[config.mk]
export PLATFORM = sky130hd
export DESIGN_NAME = stb_front
export DESIGN_NICKNAME = d
export VERILOG_FILES = /design/src/stb_pkg.sv /design/src/stb_front.sv
export SDC_FILE = /design/constraint.sdc
export NUM_CORES = 1
export LEC_CHECK = 0
export ABC_AREA = 0
export BUFFER_PORTS_ARGS = -buffer_cell sky130_fd_sc_hd__buf_2
export CAP_MARGIN = 20
export CORE_MARGIN = 1.5
export CORE_UTILIZATION = 45
export DETAILED_ROUTE_END_ITERATION = 6
export GPL_TIMING_DRIVEN = 0
export PLACE_DENSITY = 0.69
export SLEW_MARGIN = 20
export SYNTH_ARGS = -nofsm -noshare
export SYNTH_HDL_FRONTEND = slang
export SYNTH_SLANG_ARGS = --single-unit
[constraint.sdc]
create_clock -name clock -period 3.09 [get_ports clock]
set_input_delay 0.309 -clock clock [delete_from_list [all_inputs] [get_ports clock]]
set_output_delay 0.309 -clock clock [all_outputs]
set_load 0.02 [all_outputs]
[src/stb_pkg.sv]
// Shared types for the sorted table bisect block.
`timescale 1ns / 1ps
`default_nettype none

package stb_pkg;

   localparam int MODE_WIDTH = 2;

   typedef enum logic [MODE_WIDTH-1:0] {
      OP_CLEAR  = 2'd0,
      OP_APPEND = 2'd1,
      OP_LOWER  = 2'd2,
      OP_UPPER  = 2'd3
   } op_type;

   // Head of the command queue as seen by the search engine.
   typedef struct packed {
      logic   valid;
      op_type op;
   } item_ctl_type;

endpackage

`default_nettype wire

[src/stb_front.sv]
// Command front end: takes request beats, decodes the mode, queues them for the engine.
`timescale 1ns / 1ps
`default_nettype none

module stb_front
   import stb_pkg::*;
#(
   parameter int KEY_WIDTH = 32
) (
   input  wire                        clock,
   input  wire                        reset,
   input  wire                        start,
   output logic                       busy,
   input  wire  [MODE_WIDTH-1:0]      req_mode,
   input  wire  signed [KEY_WIDTH-1:0] req_key,
   output item_ctl_type               head,
   output logic signed [KEY_WIDTH-1:0] head_key,
   input  wire                        pop
);

   op_type                      op_ff  [2];
   logic signed [KEY_WIDTH-1:0] key_ff [2];
   logic                        wr_ptr_ff, wr_ptr_in;
   logic                        rd_ptr_ff, rd_ptr_in;
   logic [1:0]                  fill_ff, fill_in;
   logic                        push;

   assign busy     = (fill_ff == 2'd2);
   assign push     = start && !busy;
   assign head     = '{valid: (fill_ff != 2'd0), op: op_ff[rd_ptr_ff]};
   assign head_key = key_ff[rd_ptr_ff];

   always_comb begin
      wr_ptr_in = push ? ~wr_ptr_ff : wr_ptr_ff;
      rd_ptr_in = pop ? ~rd_ptr_ff : rd_ptr_ff;
      fill_in   = fill_ff + 2'(push) - 2'(pop);
   end

   always_ff @(posedge clock) begin
      if (reset) begin
         wr_ptr_ff <= 1'b0;
         rd_ptr_ff <= 1'b0;
         fill_ff   <= 2'd0;
      end else begin
         wr_ptr_ff <= wr_ptr_in;
         rd_ptr_ff <= rd_ptr_in;
         fill_ff   <= fill_in;
      end
   end

   // Payload slots carry no reset.
   always_ff @(posedge clock) begin
      if (push) begin
         op_ff[wr_ptr_ff]  <= op_type'(req_mode);
         key_ff[wr_ptr_ff] <= req_key;
      end
   end

endmodule

`default_nettype wire

# Word level (Yosys, flattened, before mapping)
# Memory sizes are Yosys's and may differ from the RTL's. A register that Yosys moved wholly into a read port is not among the register bits.
# Index checks and enable logic that the tools add are counted.
[op_classes]
muxes = 6
eq_ne = 1
n_reduce_logical = 3
bitwise_logic = 2
addsub = 2
[ops]
columns = ["cell", "n"]
rows = [
  ["$mux 1", 6],
  ["$add 2x1->2", 1],
  ["$eq 2x2->1 const B", 1],
  ["$not 1->1", 2],
  ["$reduce_bool 2->1", 1],
  ["$sub 2x1->2", 1],
  ["$logic_and 1x1->1", 1],
  ["$logic_not 1->1", 1],
]
[word_totals]
output_inout_bits = 36
mem_count = 2
regBits = 4
ramBits = 68
wordCells = 19
in_bits = 38
[memory_table]
columns = ["memory", "depth", "word_bits", "read_ports", "rd_ports_with_merged_regs", "write_ports", "line_no", "rtl"]
rows = [
  ["key_ff", 2, 32, 1, 1, 1, "stb_front.sv:22", "logic signed [KEY_WIDTH-1:0] key_ff [2];"],
  ["op_ff", 2, 2, 1, 1, 1, "stb_front.sv:21", "op_type op_ff [2];"],
]

# Longest topological paths before layout
# Gate-level depths: netlist (run 1).
[depth]
depth_word = 5
ltp_mapped = 8
ltp_nobuf = 8

# Worst setup path after synthesis (run 1)
# No wires, ideal clock.
[synth_timing]
path_type = "register to register"
start = "register fill_ff[0]"
end = "memory key_ff[0][0] (enable)"
path_buffers = 0
slack_ns = 1.175
arrival_ns = 1.527
setup_time_ns = 0.389
period_less_slack_ns = 1.915
path_stages_with_launch = 5
t_required_ns = 2.701
path_cell_list = "dfxtp_1 -> nand2b_2 -> inv_2 -> or3_1 -> inv_1"
[synth_between]
elab_chain_len = 5
[synth_rtl]
columns = ["item", "line_no", "rtl"]
rows = [
  ["start, declared", "stb_front.sv:25", "logic [1:0] fill_ff, fill_in;"],
  ["start signal, assigned", "stb_front.sv:47", "fill_ff <= fill_in;"],
  ["$eq 2x2->1", "stb_front.sv:28", "assign busy = (fill_ff == 2'd2);"],
  ["named net busy", "stb_front.sv:13", "output logic busy,"],
  ["$logic_not 1->1", "stb_front.sv:29", "assign push = start && !busy;"],
  ["$logic_and 1x1->1", "stb_front.sv:29", ""],
  ["$mux 1", "stb_front.sv:53", "if (push) begin"],
  ["$mux 1 (not written as such)", "stb_front.sv:55", "key_ff[wr_ptr_ff] <= req_key;"],
  ["end, declared", "stb_front.sv:22", ""],
]
# The timed path passes the listed nets, and every way through them passes these cells.

==> impl_metrics.ini, run 1 <==
[worst_setup_path]
critPathLaunchType = flip-flop
reg2regPathDepth = 5
r2r_start = fill_ff[0]
crit_type = flip-flop to output port
end_kind = output port
worstPathMaxFanout = 10
cp.required_ps = 2780
r2r_end = key_ff[0][15]
reg2reg_slack_ps = 1410
critPathArrivalTime_ps = 1540

[placement]
place.gp.congestion = 0.678
dp_hpwl_um = 2890
portBuffers = 73
post_dp_cell_area_um2 = 3170

[timing]
rsz0062_at_grt = false
worst-slew-pin-transition_ps = 836
finalHoldViolCount = 0
period_share_pct = 59.9
period_minus_slack_ps = 1850
clock.fmax_mhz = 540
final.setup.tns_ps = 0
skew_ps = 6.50
setup_viol = 0
slew_viol_final = 0
max_slew_margin_pct = 44.3

[min_path]
hold_end = key_ff[1][5]
hold_start = req_key[5]
hold_class = input port to flip-flop
hold_path_depth = 1

[yosys]
seq_area_frac_synth_pct = 79.6
yosys_register_bits = 73
yosys.area.top_type = edfxtp_1
synth_cells = 131
avgSynthCellArea_um2 = 20.5
synth_area_um2 = 2690
synth_cell_types = 19
synth_flop_cell = edfxtp_1
synth_nets = 171
yosysMostFrequentCell = edfxtp_1
synth_edf_count = 68
synthTopCellsByCount = edfxtp_1, mux2_2, dfxtp_1
synth_async_sr_flop_share_pct = 0
yosysTopAreaCellShare_pct = 75.9
ys_top_cells_by_area = edfxtp_1, mux2_2, dfxtp_1
ys_warn_count = 0

[clock_tree]
clock_latency_ps = 330
ctsResizeCount = 0
cts_buffers = 9
clock_sinks = 73
cts_setup_buffers = 0
htreeDepth = 3
hold_buffers = 0
cts_tree = yes
clockBufferDepth = 2
path_clk_slew_ps = 70
cts_root_buf = clkbuf_8

[power_and_ir_drop]
powerDensity_nw_per_um2 = 733
power.share.sequential_pct = 51.5
p_int_mw = 1.81
switching_share_pct = 26.6
pwr-share-clk_pct = 27.8
ir_worst_vdd_mv = 0.419
power.total_mw = 2.46
p_sw_mw = 0.655
p_comb_share_pct = 20.7
p_leak_nw = 1.30

[floorplanning]
die_h_um = 80.3
dieArea_um2 = 6450
placement_rows = 27
core_area_um2 = 5640
die_w_um = 80.3
initial_core_util_pct = 47.7
ioPinCount = 74

[route]
vias = 1396
firstDrtPassIters = 4
postRouteAntennaNets = 0
wirelength_um = 4310
vias_per_cell = 4.76
drcViolationCount = 0
drt_iter0_markers = 62
post_drt_wl_per_cell_um = 14.7

[finish]
drive_above_1_share_pct = 59.3
area_growth_pct = 24.8
fin_nets = 256
postLayoutCellArea_um2 = 3360
antenna_cells = 0

[global_routing]
gr-usage-met2_pct = 25.7
busiest_layer = met2
grt_pass1_vias = 1509
antenna_found_initial = 0
grt_pass1_wl_um = 6670
overflow = 0
grt_max_degree = 35
gr-usage-met3_pct = 4.66
use_met1_pct = 15.0
gr-usage-all-layers_pct = 14.5

[status]
status = completed

[run]
maxCapViolCount = 0
==> per-stage QoR <==
stage / hold slack (ps) / util, % / worst slack [ps] / instances
final: 162 / 59.5 / 1240 / 293
after global routing: 147 / 59.5 / 1170 / 293
after CTS: 142 / 59.5 / 1210 / 293
after detailed placement: 488 / 56.2 / 1400 / 277
after global placement: 472 / 55.8 / 765 / 276
after floorplan: 378 / - / 1170 / 131
==> cell usage in the layout, fill, tap and decap left out, drive strengths merged <==
master and instances:
a21oi 1, and3 1, buf 78, bufinv 1, clkbuf 9, clkinv 6, dfxtp 5, edfxtp 68
ha 2, inv 4, mux2 34, nand2 1, nand2b 1, nor2 3, nor2b 1, o21ai 1
or2 1, or3 1, xnor2 2, xor2 1
==> sequential cells by signal (all words and copies together), names as in the netlist, named ones only <==
name       count
key_ff        64
op_ff          4
fill_ff        2
rd_ptr_ff      1
wr_ptr_ff      1
==> power by group through the flow <==
stage / Sequential, mW / Clock, mW / Combinational [mW]
floorplan: 1.28 / 0 / 0.339
global placement: 1.29 / 0 / 0.493
detailed placement: 1.29 / 0 / 0.519
CTS: 1.27 / 0.709 / 0.523
global route: 1.28 / 0.744 / 0.553
finish: 1.27 / 0.685 / 0.510
==> logic make-up after synthesis <==
kind of cell / after synthesis / synth area share (%)
DFF: 73 / 79.6
muxes: 34 / 14.2
and+or+nand+nor: 9 / 1.86
buffers and inverters: 8 / 2.00
xor gates and xnor gates: 3 / 0.977
AOI/OAI and AO/OA: 2 / 0.372
adders and majority gates: 2 / 0.930
==> worst max-delay path, cell delays in order, from the launching register on <==
cell and delay [ps]:
dfxtp_1 310, buf_2 210, buf_6 190, mux2_2 350, buf_2 160
==> layer usage <==
layer  share of wire, %  wire length [µm]
met5                  0                 0
met2                 53              2300
met4                2.2                95
met1                 40              1710
met3                4.6               200
==> layout make-up <==
cell class              instances  area (µm²)
multi-input cells              50         494
clock buffers                   9         124
flip-flops and latches         73        2140
inverters                       4        15.0
plain buffers                   4        38.8
clock inverters                 7        61.3
fillers                       458        2280
repair buffers                 74         393
well taps                      72        90.1
==> worst max-delay path by stage <==
stage | startpoint | endpoint | slack, ps | cells past startpoint
after floorplan | fill_ff[0] | key_ff[0][0] | 1170 | 4
after global placement | fill_ff[0] | key_ff[0][16] | 770 | 4
after detailed placement | fill_ff[0] | key_ff[0][19] | 1400 | 5
after CTS | flip-flop | head_key[13] | 1210 | 4
after global routing | flip-flop | head_key[16] | 1170 | 4
final | flip-flop | head_key[11] | 1240 | 4
(Power assumes the default switching activity.)
==> run 2, diff against run 1 <==
- PLACE_DENSITY: 0.69 -> 0.72
- clock period: 3.09 -> 1.7 ns (I/O delays scaled with it)
==> impl_metrics.ini, run 2 (synthesis results as in run 1) <==
[placement]
post_dp_cell_area_um2 = 3150
portBuffers = 73
post-place-ws_ps = -225
dpl.cell_count = 276
dp_hpwl_um = 2860
place.gp.congestion = 0.625

[power_and_ir_drop]
p_leak_nw = 1.32
ir_worst_vdd_mv = 0.723
p_int_mw = 3.55
power.share.sequential_pct = 48.2
switching_share_pct = 25.8
powerDensity_nw_per_um2 = 1390
power.total_mw = 4.79
p_comb_share_pct = 20.2
pwr-share-clk_pct = 31.6
p_sw_mw = 1.23

[floorplanning]
core_area_um2 = 5640
placement_rows = 27
die_h_um = 80.3
ioPinCount = 74
initial_core_util_pct = 47.7
die_w_um = 80.3
dieArea_um2 = 6450

[timing]
period_share_pct = 95.7
final.setup.tns_ps = 0
skew_ps = 11.2
period_minus_slack_ps = 1630
slew_viol_final = 0
finalHoldViolCount = 0
max_slew_margin_pct = 45.0
setup_viol = 0
fin_ws_ps = 73.4
holdWs_ps = 18.5
worst-slew-pin-transition_ps = 824
clock.fmax_mhz = 615

[clock_tree]
path_clk_slew_ps = 80
cts_tree = yes
htreeDepth = 3
clock_sinks = 73
cts_buffers = 9
clock_latency_ps = 340
hold_buffers = 0
cts_root_buf = clkbuf_8
clockBufferDepth = 2

[finish]
final_common_cell = buf_2
postLayoutCellArea_um2 = 3440
reg_top3 = key_ff: 64 flops, op_ff: 4 flops, fill_ff: 2 flops
register_area_um2 = 2140
mostFrequentLayoutCells = buf_2, edfxtp_1, mux2_2, clkbuf_8, dfxtp_1
utilization_pct = 61.0
regMostFlops = key_ff
fillers = 429
area_growth_pct = 28.0
multi_input_area_um2 = 494
largest_reg_flops = 64
antenna_cells = 0
stdcell_count = 295
drive_above_1_share_pct = 60.5
fin_nets = 258

[global_routing]
overflow = 0
gr-usage-met2_pct = 26.6
grt_pass1_wl_um = 6980
busiest_layer = met2
gr-usage-all-layers_pct = 15.5
grt_pass1_vias = 1422
antenna_found_initial = 0
gr-usage-met3_pct = 3.30
grt_max_degree = 35
use_met1_pct = 17.3

[route]
drcViolationCount = 0
wirelength_um = 4480
postRouteAntennaNets = 0
firstDrtPassIters = 2
vias_per_cell = 4.78
vias = 1411
drt_iter0_markers = 74
post_drt_wl_per_cell_um = 15.2

[worst_setup_path]
critPathArrivalTime_ps = 1460
worstPathMaxFanout = 10
crit_type = flip-flop to output port
end_kind = output port
critPathLaunchType = flip-flop
cp.required_ps = 1530

[min_path]
hold_class = input port to flip-flop

[run]
maxCapViolCount = 0

[status]
status = completed
-- run 2: cell count changes in the layout (fill, tap and decap cells not counted), sizes merged --
cell	delta
buf	+1
bufinv	+1
clkbuf	+2
clkinv	-4
clkinvlp	+3
inv	-1
-- run 2: routing by layer --
metal	wire, µm	up-vias
li1	-	675
met1	1830	693
met2	2370	34
met3	165	9
met4	105	0
met5	0	-
-- run 2: power by group through the flow --
stage,clock network [mW],registers (mW),logic [mW]
2_1_floorplan,0,2.33,0.622
3_3_place_gp,0,2.34,0.892
3_5_place_dp,0,2.35,0.900
4_1_cts,1.54,2.31,0.920
5_1_grt,1.63,2.33,1.05
6_report,1.51,2.31,0.967
-- run 2: what timing repair did --
action                                 in CTS  in global routing
resized for setup                           2                  4
gates cloned                                1                  0
setup endpoints to repair                  64                 59
endpoints found under the hold margin       0                  0
buffers inserted                            0                  2
-- run 2: worst paths after layout --
check                   to         from  depth (start not counted)  slack [ps]
max            head_key[5]    flip-flop                          4          70
min          key_ff[0][23]  req_key[23]                          1          20
max reg2reg  key_ff[1][18]   fill_ff[0]                          2          90
min reg2reg      wr_ptr_ff    wr_ptr_ff                          2         490
-- run 2: worst max-delay path, cell delays in order, from the launching register on --
cell and delay [ps]:
dfxtp_1 330, buf_6 150, buf_8 150, mux2_2 340, buf_2 160
-- run 2: area by class of cell --
class,count,share of cell area [%]
timing repair inverter,1,0.218
tap,72,2.62
inverter,4,0.545
clock inverter,5,2.25
clock buffer,11,4.40
buffer,4,1.64
multi-input combinational,50,14.4
timing repair buffer,75,11.8
sequential,73,62.2
==> run 3, diff against run 2 <==
- clock period: 1.7 -> 1.35 ns (I/O delays scaled with it)
==> impl_metrics.ini, run 3 (synthesis results as in run 1) <==
[worst_setup_path]
crit_path_end = head_key[29]
crit_type = flip-flop to output port
r2r_end = key_ff[0][19]
reg2regPathDepth = 6
cp.required_ps = 1220
reg2reg_slack_ps = -170
worstPathMaxFanout = 8
end_kind = output port
r2r_start = fill_ff[0]
critPathArrivalTime_ps = 1430
critPathLaunchType = flip-flop

[min_path]
hold_class = input port to flip-flop

[status]
status = finished, violations left
violations = setup timing

[route]
firstDrtPassIters = 4
post_drt_wl_per_cell_um = 17.5
vias_per_cell = 4.84
postRouteAntennaNets = 0
drcViolationCount = 0
wl_met1_um = 2630
wirelength_um = 6080
wl_met3_um = 218
wl_met2_um = 3130
top_layer = met4
vias = 1680
drt_iter0_markers = 85

[floorplanning]
die_w_um = 80.3
dieArea_um2 = 6450
initial_core_util_pct = 47.7
core_area_um2 = 5640
die_h_um = 80.3
ioPinCount = 74
placement_rows = 27

[clock_tree]
clock_sinks = 73
clockBufferDepth = 2
htreeDepth = 3
path_clk_slew_ps = 80
cts_root_buf = clkbuf_8
cts_tree = yes
cts_buffers = 9
clock_latency_ps = 330

[placement]
post-place-ws_ps = -474
dp_hpwl_um = 2740
portBuffers = 73
post_dp_cell_area_um2 = 3160
place.gp.congestion = 0.702

[timing]
slew_viol_final = 0
holdWs_ps = 22.7
worst-slew-pin-transition_ps = 276
skew_ps = 3.48
finalHoldViolCount = 0
period_share_pct = 116
max_slew_margin_pct = 81.6
setup_viol = 70
fin_ws_ps = -215
period_minus_slack_ps = 1560
rsz0062_at_grt = true
clock.fmax_mhz = 639

[power_and_ir_drop]
powerDensity_nw_per_um2 = 1570
p_int_mw = 5.13
power.total_mw = 7.00
ir_worst_vdd_mv = 1.33
p_leak_nw = 1.79
p_sw_mw = 1.86
p_comb_share_pct = 31.7
switching_share_pct = 26.6
power.share.sequential_pct = 42.0
pwr-share-clk_pct = 26.3

[finish]
mostFrequentLayoutCells = edfxtp_1, buf_6, buf_2, dlygate4sd3_1, mux2_4
fin_nets = 310
postLayoutCellArea_um2 = 4450
reg_top3 = key_ff: 64 flops, op_ff: 4 flops, fill_ff: 2 flops
antenna_cells = 0
area_growth_pct = 65.6
fillers = 300
final_common_cell = edfxtp_1
largest_reg_flops = 64
register_area_um2 = 2150
multi_input_area_um2 = 708
drive_above_1_share_pct = 58.9
regMostFlops = key_ff

[global_routing]
grt_pass1_wl_um = 8420
antenna_found_initial = 0
gr-usage-all-layers_pct = 18.4
grt_pass1_vias = 1715
grt_max_degree = 18
overflow = 0

[run]
maxCapViolCount = 0
run 3: worst min path at each step:
stage,startpoint,endpoint,slack [ps],cells past startpoint
6_report,reset,fill_ff[1],20,2
5_1_grt,reset,fill_ff[1],20,2
4_1_cts,reset,fill_ff[1],3,2
3_5_place_dp,req_key[20],key_ff[0][20],330,1
3_3_place_gp,req_key[20],key_ff[0][20],320,1
2_1_floorplan,reset,fill_ff[0],200,1
run 3: layout make-up:
cell class | count | area share (%)
buffer | 4 | 1.46
clock buffer | 9 | 2.78
clock inverter | 7 | 2.13
inverter | 4 | 0.478
multi-input combinational | 53 | 15.9
sequential | 73 | 48.2
tap | 72 | 2.02
timing repair buffer | 124 | 26.8
timing repair inverter | 1 | 0.169
run 3: critical path: stages, from the launching register on:
cell and delay [ps]:
dfxtp_2 350, buf_12 150, clkbuf_16 160, mux2_4 300
buf_6 130
run 3: what timing repair did:
| action | 4_1_cts | 5_1_grt |
|---|---|---|
| pin swaps | 5 | 3 |
| buffers inserted | 12 | 2 |
| gates resized for setup | 60 | 75 |
| endpoints found under the setup margin | 103 | 105 |
| hold buffers | 34 | 0 |
| cloned | 4 | 4 |
| hold endpoints to repair | 68 | 0 |
run 3: through the flow:
stage	std cells	util, %	setup TNS [ps]
2_1_floorplan	131	-	-8880
3_3_place_gp	276	56.1	-23660
3_5_place_dp	276	56.1	-25250
4_1_cts	342	73.5	-11940
5_1_grt	347	79.0	-12680
6_report	347	79.0	-10120
run 3: layer usage:
metal	GRT usage [%]	vias to the layer above
met3	3.75	11
met5	0	-
met4	9.14	0
met2	30.8	55
met1	22.7	829
li1	-	785
run 3: power by group through the flow:
stage	clock network (mW)	registers [mW]	logic, mW
floorplan	0	2.94	0.806
global placement	0	2.95	1.15
detailed placement	0	2.97	1.16
CTS	1.87	2.92	1.84
global route	1.97	2.96	2.34
finish	1.84	2.94	2.22
